File: config.mk
export PLATFORM = sky130hd
export DESIGN_NAME = dhcp_lease_table_allocator_top
export DESIGN_NICKNAME = d
export VERILOG_FILES = /design/src/rtl/core/dhcp_lta_pkg.sv /design/src/rtl/core/dhcp_lta_ram.sv /design/src/rtl/core/dhcp_lease_table_allocator_top.sv
export SDC_FILE = /design/constraint.sdc
export NUM_CORES = 2
export LEC_CHECK = 0
export ABC_AREA = 1
export BUFFER_PORTS_ARGS = -buffer_cell sky130_fd_sc_hd__buf_2
export CORE_ASPECT_RATIO = 1.25
export CORE_MARGIN = 2
export CORE_UTILIZATION = 45
export DETAILED_ROUTE_END_ITERATION = 16
export PLACE_DENSITY = 0.62
export SYNTH_ARGS = -nofsm -noshare
export SYNTH_HDL_FRONTEND = slang
export SYNTH_HIERARCHICAL = 1
export SYNTH_SLANG_ARGS = --single-unit
File: constraint.sdc
create_clock -name clk_i -period 21.9 [get_ports clk_i]
set_input_delay 1.095 -clock clk_i [delete_from_list [all_inputs] [get_ports clk_i]]
set_output_delay 1.095 -clock clk_i [all_outputs]
set_load 0.01 [all_outputs]
File: src/rtl/core/dhcp_lta_pkg.sv
// ----------------------------------------------------------------------------
// dhcp_lta_pkg
// Types, codes and helpers shared by the DHCP lease pool engine.
// ----------------------------------------------------------------------------
package dhcp_lta_pkg;

  localparam int unsigned POOL_DEPTH = 256;
  localparam int unsigned ID_W       = $clog2(POOL_DEPTH);
  localparam int unsigned LIFE_W     = 8;
  localparam int unsigned CFG_IDX_W  = 3;

  localparam logic [LIFE_W-1:0] LIFE_FREE = 8'h00;
  localparam logic [LIFE_W-1:0] LIFE_INF  = 8'hff;
  localparam logic [LIFE_W-1:0] LIFE_MAX  = 8'hfe;
  localparam logic [LIFE_W-1:0] LIFE_MIN  = 8'h02;

  typedef enum logic [1:0] {
    CMD_DISCOVER = 2'd0,
    CMD_REQUEST  = 2'd1,
    CMD_TICK     = 2'd2,
    CMD_NONE     = 2'd3
  } cmd_e;

  typedef enum logic [1:0] {
    MSG_OFFER     = 2'd0,
    MSG_ACK       = 2'd1,
    MSG_NACK      = 2'd2,
    MSG_EXHAUSTED = 2'd3
  } msg_kind_e;

  typedef enum logic [CFG_IDX_W-1:0] {
    CFG_POOL_BASE   = 3'd0,
    CFG_HOST_BITS   = 3'd1,
    CFG_GRANT_TIME  = 3'd2,
    CFG_RESV_EN     = 3'd3,
    CFG_RESV_ID     = 3'd4,
    CFG_OFFER_OPT   = 3'd5,
    CFG_UNUSED6     = 3'd6,
    CFG_UNUSED7     = 3'd7
  } cfg_idx_e;

  typedef enum logic [2:0] {
    ST_CLEAR,
    ST_IDLE,
    ST_DISC,
    ST_REQ,
    ST_TICK,
    ST_TICK_END
  } state_e;

  // Highest host ID of the search span: min(2^hb, depth) - 1, hb clamped to 1..8.
  function automatic logic [ID_W-1:0] span_max(input logic [3:0] host_bits);
    logic [3:0] hb;
    logic [8:0] span;
    hb = host_bits;
    if (hb < 4'd1) hb = 4'd1;
    if (hb > 4'd8) hb = 4'd8;
    span = 9'd1 << hb;
    if (32'(span) > POOL_DEPTH) begin
      span_max = ID_W'(POOL_DEPTH - 1);
    end else begin
      span_max = ID_W'(span - 9'd1);
    end
  endfunction

  // Lifetime after one timer tick.
  function automatic logic [LIFE_W-1:0] tick_life(input logic [LIFE_W-1:0] v);
    if (v <= 8'd1) begin
      tick_life = LIFE_FREE;
    end else if (v == LIFE_INF) begin
      tick_life = LIFE_INF;
    end else begin
      tick_life = v - 8'd1;
    end
  endfunction

endpackage

File: src/rtl/core/dhcp_lta_ram.sv
// ----------------------------------------------------------------------------
// dhcp_lta_ram
// Generic simple dual-port RAM, one write and one registered read port.
// ----------------------------------------------------------------------------
module dhcp_lta_ram #(
  parameter int unsigned Width = 8,
  parameter int unsigned Depth = 256
) (
  input  logic                     clk_i,
  input  logic                     we_i,
  input  logic [$clog2(Depth)-1:0] waddr_i,
  input  logic [Width-1:0]         wdata_i,
  input  logic                     re_i,
  input  logic [$clog2(Depth)-1:0] raddr_i,
  output logic [Width-1:0]         rdata_o
);

  logic [Width-1:0] mem [Depth];

  always_ff @(posedge clk_i) begin
    if (we_i) begin
      mem[waddr_i] <= wdata_i;
    end
    if (re_i) begin
      rdata_o <= mem[raddr_i];
    end
  end

endmodule

File: src/rtl/core/dhcp_lease_table_allocator_top.sv
// ----------------------------------------------------------------------------
// dhcp_lease_table_allocator_top
// DHCP lease pool engine: lifetime table in RAM, discover/request/tick.
// ----------------------------------------------------------------------------
//  channel | dir | handshake              | payload
//  --------+-----+------------------------+-----------------------------------
//  in      | in  | in_valid_i/in_ready_o  | cmd, client_hw, requested/sender
//  out     | out | out_valid_o/out_ready_i| msg_kind, echo, granted, option, uc
//  cfg     | in  | cfg_valid_i/cfg_ready_o| cfg_index_i, cfg_data_i
//
// Request: table read, then update. Discover: up to max_id probes, one table
// probe per cycle through the RAM read port while the output register is free.
// Tick: pipelined read-modify-write sweep.
// After reset a clearing pass writes zero to every entry with in_ready_o low.
// A finished result stalls in its final state while the output register is
// still occupied.
// ----------------------------------------------------------------------------
module dhcp_lease_table_allocator_top
  import dhcp_lta_pkg::*;
(
  input  logic                 clk_i,
  input  logic                 rst_ni,
  input  logic                 in_valid_i,
  output logic                 in_ready_o,
  input  logic [1:0]           cmd_i,
  input  logic [47:0]          client_hw_i,
  input  logic [31:0]          requested_addr_i,
  input  logic [31:0]          sender_addr_i,
  output logic                 out_valid_o,
  input  logic                 out_ready_i,
  output logic [1:0]           msg_kind_o,
  output logic [47:0]          client_echo_o,
  output logic [31:0]          granted_addr_o,
  output logic [31:0]          option_addr_o,
  output logic                 unicast_o,
  input  logic                 cfg_valid_i,
  output logic                 cfg_ready_o,
  input  logic [CFG_IDX_W-1:0] cfg_index_i,
  input  logic [31:0]          cfg_data_i
);

  localparam logic [ID_W-1:0] LastId = ID_W'(POOL_DEPTH - 1);

  // configuration
  logic [31:0] pool_base_q, offer_opt_q;
  logic [3:0]  host_bits_q;
  logic [7:0]  grant_time_q, resv_id_q;
  logic        resv_en_q;

  always_ff @(posedge clk_i or negedge rst_ni) begin
    if (!rst_ni) begin
      pool_base_q  <= '0;
      host_bits_q  <= 4'd8;
      grant_time_q <= 8'd10;
      resv_en_q    <= 1'b0;
      resv_id_q    <= '0;
      offer_opt_q  <= '0;
    end else if (cfg_valid_i) begin
      unique case (cfg_idx_e'(cfg_index_i))
        CFG_POOL_BASE:  pool_base_q  <= cfg_data_i;
        CFG_HOST_BITS:  host_bits_q  <= cfg_data_i[3:0];
        CFG_GRANT_TIME: grant_time_q <= cfg_data_i[7:0];
        CFG_RESV_EN:    resv_en_q    <= cfg_data_i[0];
        CFG_RESV_ID:    resv_id_q    <= cfg_data_i[7:0];
        CFG_OFFER_OPT:  offer_opt_q  <= cfg_data_i;
        default: ;
      endcase
    end
  end

  assign cfg_ready_o = 1'b1;

  // control and working registers
  state_e          state_q, state_d;
  logic [ID_W-1:0] next_host_q, next_host_d;
  logic [ID_W-1:0] cnt_q, cnt_d;        // clear/tick index, discover probe count
  logic [ID_W-1:0] chk_q, chk_d;        // discover probe ID, request ID
  logic [ID_W-1:0] wa_q, wa_d;          // tick write-back address
  logic            in_tbl_q, in_tbl_d;
  logic [47:0]     hw_q, hw_d;
  logic [31:0]     req_q, req_d;
  logic            uc_q, uc_d;

  logic        out_valid_q, out_valid_d;
  logic [1:0]  kind_q, kind_d;
  logic [47:0] echo_q, echo_d;
  logic [31:0] gaddr_q, gaddr_d;
  logic [31:0] oaddr_q, oaddr_d;
  logic        ucast_q, ucast_d;

  // RAM port
  logic              we, re;
  logic [ID_W-1:0]   waddr, raddr;
  logic [LIFE_W-1:0] wdata, rdata;

  dhcp_lta_ram #(
    .Width(LIFE_W),
    .Depth(POOL_DEPTH)
  ) u_life_ram (
    .clk_i  (clk_i),
    .we_i   (we),
    .waddr_i(waddr),
    .wdata_i(wdata),
    .re_i   (re),
    .raddr_i(raddr),
    .rdata_o(rdata)
  );

  logic            in_xfer, out_free;
  logic [ID_W-1:0] max_id, h0, chk_nxt;
  logic [31:0]     req_off;
  logic [7:0]      g_life;
  logic            chk_resv, chk_free, disc_last;
  logic [LIFE_W-1:0] eff_life;

  assign in_ready_o = (state_q == ST_IDLE);
  assign in_xfer    = in_valid_i && in_ready_o;
  assign out_free   = !out_valid_q || out_ready_i;

  assign max_id  = span_max(host_bits_q);
  assign h0      = (next_host_q == '0 || next_host_q > max_id) ? ID_W'(1) : next_host_q;
  assign chk_nxt = (chk_q == max_id) ? ID_W'(1) : chk_q + ID_W'(1);
  assign req_off = requested_addr_i - pool_base_q;

  always_comb begin
    g_life = grant_time_q;
    if (g_life < LIFE_MIN) g_life = LIFE_MIN;
    if (g_life > LIFE_MAX) g_life = LIFE_MAX;
  end

  // reserved ID reads as leased forever
  assign chk_resv  = resv_en_q && (32'(resv_id_q) == 32'(chk_q));
  assign eff_life  = chk_resv ? LIFE_INF : rdata;
  assign chk_free  = (eff_life == LIFE_FREE);
  assign disc_last = (cnt_q == max_id - ID_W'(1));

  // next state
  always_comb begin
    state_d = state_q;
    unique case (state_q)
      ST_CLEAR: begin
        if (cnt_q == LastId) state_d = ST_IDLE;
      end
      ST_IDLE: begin
        if (in_xfer) begin
          unique case (cmd_e'(cmd_i))
            CMD_DISCOVER: state_d = ST_DISC;
            CMD_REQUEST:  state_d = ST_REQ;
            CMD_TICK:     state_d = ST_TICK;
            CMD_NONE:     state_d = ST_IDLE;
            default:      state_d = ST_IDLE;
          endcase
        end
      end
      ST_DISC: begin
        if ((chk_free || disc_last) && out_free) state_d = ST_IDLE;
      end
      ST_REQ: begin
        if (out_free) state_d = ST_IDLE;
      end
      ST_TICK: begin
        if (cnt_q == LastId) state_d = ST_TICK_END;
      end
      ST_TICK_END: state_d = ST_IDLE;
      default:     state_d = ST_IDLE;
    endcase
  end

  // datapath and RAM control
  always_comb begin
    next_host_d = next_host_q;
    cnt_d       = cnt_q;
    chk_d       = chk_q;
    wa_d        = wa_q;
    in_tbl_d    = in_tbl_q;
    hw_d        = hw_q;
    req_d       = req_q;
    uc_d        = uc_q;
    out_valid_d = out_valid_q && !out_ready_i;
    kind_d      = kind_q;
    echo_d      = echo_q;
    gaddr_d     = gaddr_q;
    oaddr_d     = oaddr_q;
    ucast_d     = ucast_q;
    we          = 1'b0;
    waddr       = cnt_q;
    wdata       = LIFE_FREE;
    re          = 1'b0;
    raddr       = cnt_q;

    unique case (state_q)
      ST_CLEAR: begin
        we    = 1'b1;
        cnt_d = cnt_q + ID_W'(1);
      end
      ST_IDLE: begin
        if (in_xfer) begin
          hw_d  = client_hw_i;
          req_d = requested_addr_i;
          uc_d  = (sender_addr_i == requested_addr_i);
          cnt_d = '0;
          if (cmd_i == CMD_DISCOVER) begin
            re    = 1'b1;
            raddr = h0;
            chk_d = h0;
          end else if (cmd_i == CMD_REQUEST) begin
            re       = 1'b1;
            raddr    = req_off[ID_W-1:0];
            chk_d    = req_off[ID_W-1:0];
            in_tbl_d = (req_off < POOL_DEPTH);
          end
        end
      end
      ST_DISC: begin
        if (out_free) begin
          if (chk_free) begin
            we          = 1'b1;
            waddr       = chk_q;
            wdata       = g_life;
            next_host_d = chk_nxt;
            out_valid_d = 1'b1;
            kind_d      = MSG_OFFER;
            echo_d      = hw_q;
            gaddr_d     = pool_base_q + 32'(chk_q);
            oaddr_d     = offer_opt_q;
            ucast_d     = 1'b0;
          end else if (disc_last) begin
            out_valid_d = 1'b1;
            kind_d      = MSG_EXHAUSTED;
            echo_d      = hw_q;
            gaddr_d     = '0;
            oaddr_d     = '0;
            ucast_d     = 1'b0;
          end else begin
            re    = 1'b1;
            raddr = chk_nxt;
            chk_d = chk_nxt;
            cnt_d = cnt_q + ID_W'(1);
          end
        end
      end
      ST_REQ: begin
        if (out_free) begin
          out_valid_d = 1'b1;
          echo_d      = hw_q;
          gaddr_d     = req_q;
          oaddr_d     = '0;
          if (in_tbl_q && !chk_free) begin
            kind_d  = MSG_ACK;
            ucast_d = uc_q;
            if (!chk_resv && rdata < LIFE_MAX) begin
              we    = 1'b1;
              waddr = chk_q;
              wdata = rdata + 8'd1;
            end
          end else begin
            kind_d  = MSG_NACK;
            ucast_d = 1'b0;
          end
        end
      end
      ST_TICK: begin
        // read entry cnt while writing back the previous one
        re    = 1'b1;
        raddr = cnt_q;
        we    = (cnt_q != '0);
        waddr = wa_q;
        wdata = tick_life(rdata);
        wa_d  = cnt_q;
        cnt_d = cnt_q + ID_W'(1);
      end
      ST_TICK_END: begin
        we    = 1'b1;
        waddr = wa_q;
        wdata = tick_life(rdata);
      end
      default: ;
    endcase
  end

  always_ff @(posedge clk_i or negedge rst_ni) begin
    if (!rst_ni) begin
      state_q     <= ST_CLEAR;
      next_host_q <= ID_W'(1);
      cnt_q       <= '0;
      out_valid_q <= 1'b0;
    end else begin
      state_q     <= state_d;
      next_host_q <= next_host_d;
      cnt_q       <= cnt_d;
      out_valid_q <= out_valid_d;
    end
  end

  always_ff @(posedge clk_i) begin
    chk_q    <= chk_d;
    wa_q     <= wa_d;
    in_tbl_q <= in_tbl_d;
    hw_q     <= hw_d;
    req_q    <= req_d;
    uc_q     <= uc_d;
    kind_q   <= kind_d;
    echo_q   <= echo_d;
    gaddr_q  <= gaddr_d;
    oaddr_q  <= oaddr_d;
    ucast_q  <= ucast_d;
  end

  assign out_valid_o    = out_valid_q;
  assign msg_kind_o     = kind_q;
  assign client_echo_o  = echo_q;
  assign granted_addr_o = gaddr_q;
  assign option_addr_o  = oaddr_q;
  assign unicast_o      = ucast_q;

endmodule

==> reports/results.tsv <==
metric	value	unit
status	finished, final reports clean	
fin_crit_sh	41.9	%
via_per_inst	5.71	
grt_max_degree	226	
yosysSeqAreaShare	70.5	%
cpMaxStageDelayCell	buf_4	
fin_crit	9.17	ns
rows	193	
synth_cells	8908	
timing.setup.tns	0	ns
finalSetupViolCount	0	
htree_levels	4	
dieArea	227000	um2
report.final.slew_viol_count	0	
clock_latency	0.90	ns
cts-root-buf	clkbuf_16	
finalWeightedCongestion	0.996	
ys_ff_latch	2374	
crit_required	22.66	ns
clock.fmax	0.109	GHz
hp-class	input port to asynchronous set/reset pin	
cts_made_buffers	229	
synth.area.top_cells	edfxtp_1, nand3_1, nand2_1, dfrtp_1, nor2_1	
crit_type	register to register	
synth-edff-count	2269	
num_vias	69000	
hold_viol_final	0	
r2r_slack	12.73	ns
initial_utilization	45.3	%
dp_hpwl	173000	um
nets	9182	
synth_largest_area_cell	edfxtp_1	
track_usage	25.2	%
critPathLaunchType	register	
num_io_pins	272	
grt.overflow.total	0	
ys_types	60	
slew_headroom	13.0	%
rr_worst_depth	31	
regToRegEndpoint	u_life_ram/rdata_o[4]	
ctsLongestPathBuffers	4	
drt_iter0_drc	7356	
synth-simple-area-share	22.6	%
fp.dieH	532	um
arrival	9.92	ns
pwr_density_cell	150	nW/um2
synth_compound_area_share	1.82	%
r2r_start	host_bits_q[2]	
asyncSetResetFlopFracSynth	4.42	%
tightest_slew	1.31	ns
n_fill_cell	19500	
holdBufCountCts	0	
cp_max_fo	225	
whs	0.202	ns
drc	0	
maxCapViolations	0	
synth_top_area_share	67.9	%
cts_resized	0	
dr.pass1.iters	6	
synth_warnings	6	
io_buffers	270	
postRouteAntennaNets	0	
cts_tree	built	
synth_top_family_by_area	simple AND/OR/NAND/NOR gates	
synth_flop_cell	edfxtp_1	
grt_pass1_wl	431000	um
antenna_found_initial	6	
area_delta_synth_final	10.5	%
skew	0.0822	ns
die_w	426	um
synth_fa_ha_area_share	0.713	%
critical_path.max_stage_delay	0.90	ns
vdd.ir_drop.worst	180	uV
endpoint_kind	register	
netlist_area	100000	um2
cts.clk_slew.worst_paths	0.06	ns
rsz0062_at_grt	false	
wire_per_inst	24.2	um
drive_above_1_share	8.21	%
synth_mux_area_share	0	%
leakage	40.3	nW
wirelength	292000	um
grt_pass1_vias	66300	
syn_area_per_cell	11.3	um2
post_cts_buffers	0	
fp.coreArea	221000	um2
clkSinkCount	2374	
synthXorXnorAreaFrac	0.550	%
-- final cells by class --
type                            count  area [um2]  share of cell area [%]
Timing Repair Buffer              357        2170                    1.96
Clock buffer                      270        6030                    5.44
Multi-Input combinational cell   5702       26000                    23.4
Clock inverter                    143        1140                    1.02
Inverter                          308        1190                    1.07
Tap cell                         2925        3660                    3.30
Sequential cell                  2374       70800                    63.8
Antenna cell                        6        15.0                  0.0135
-- metal layers --
layer  share of wire (%)  GRT usage, %  vias up
met4                 5.9          13.8        6
li1                    -             -    31300
met1                  38          31.2    33900
met5               0.013             0        -
met3                 7.8          4.42      661
met2                  48          41.8     3115
-- flip-flops by register name, indices dropped and copies added (netlist names), 32 cells and up --
signal	flops
client_echo_o	48
granted_addr_o	32
hw_q	48
u_life_ram/mem	2048
offer_opt_q	32
option_addr_o	32
pool_base_q	32
req_q	32
-- per-stage QoR --
step / cell area (um2) / cells / util, % / power, mW / worst slack [ns]
floorplan: 100000 / 8910 / - / 10.6 / 8.14
global placement: 104000 / 11700 / 46.9 / 12.7 / 13.00
detailed placement: 104000 / 11700 / 46.9 / 12.8 / 12.91
CTS: 111000 / 12100 / 50.1 / 16.6 / 12.83
global route: 111000 / 12100 / 50.1 / 17.4 / 12.09
finish: 111000 / 12100 / 50.1 / 16.6 / 12.73
-- cells in the mapped netlist, drive strengths merged, types with 5 or more instances --
| library cell | n |
|---|---|
| a21oi | 72 |
| a31oi | 5 |
| a32o | 5 |
| buf | 388 |
| clkbuf | 138 |
| dfrtp | 101 |
| edfxtp | 2269 |
| ha | 54 |
| inv | 305 |
| nand2 | 2614 |
| nand3 | 2105 |
| nand3b | 8 |
| nand4 | 38 |
| nor2 | 436 |
| nor3 | 21 |
| nor4 | 14 |
| o211ai | 9 |
| o21ai | 199 |
| o22ai | 9 |
| o31ai | 7 |
| or2 | 10 |
| xnor2 | 31 |
| xor2 | 32 |
-- how the worst max path moves through the flow --
stage,startpoint,to
5_1_grt,host_bits_q[2],u_life_ram/rdata_o[1]
3_5_place_dp,host_bits_q[2],u_life_ram/rdata_o[4]
3_3_place_gp,host_bits_q[2],u_life_ram/rdata_o[3]
6_report,host_bits_q[2],u_life_ram/rdata_o[4]
4_1_cts,host_bits_q[2],u_life_ram/rdata_o[4]
2_1_floorplan,chk_q[1],u_life_ram/mem[0][2]
-- critical path: cells and delay by family, from the launching register on --
kind            cells  cell delay (ns)
compound gates      2             0.80
flops               1             0.50
simple gates       20             2.37
buf+inv             7             4.49
fa+ha+maj           2             0.48
-- cells in the final DEF, fill, tap and decap left out, drive strengths merged, types with 32 or more instances in the layout --
cell type	netlist	final
buf	388	357
a21oi	72	72
xor2	32	32
nand4	38	38
ha	54	54
clkinv	3	114
nor2	436	436
edfxtp	2269	2269
nand3	2105	2105
inv	305	311
nand2	2614	2614
o21ai	199	199
dfrtp	101	101
clkbuf	138	270
-- where the power goes --
part / total [mW] / internal [mW] / switching [mW]
combinational: 7.06 / 1.72 / 5.34
sequential: 5.72 / 5.58 / 0.140
clock: 3.83 / 2.14 / 1.70
-- kinds of logic (layout without fill, tap and decap cells) --
family / count (synthesis) / in the layout
other: 2 / 10
AND/OR/NAND/NOR: 5251 / 5251
buffers and inverters: 834 / 1078
adder cells (fa/ha/maj): 56 / 56
flip-flops: 2374 / 2374
AO/OA/AOI/OAI: 328 / 328
XOR/XNOR: 63 / 63
(Power assumes the default switching activity.)
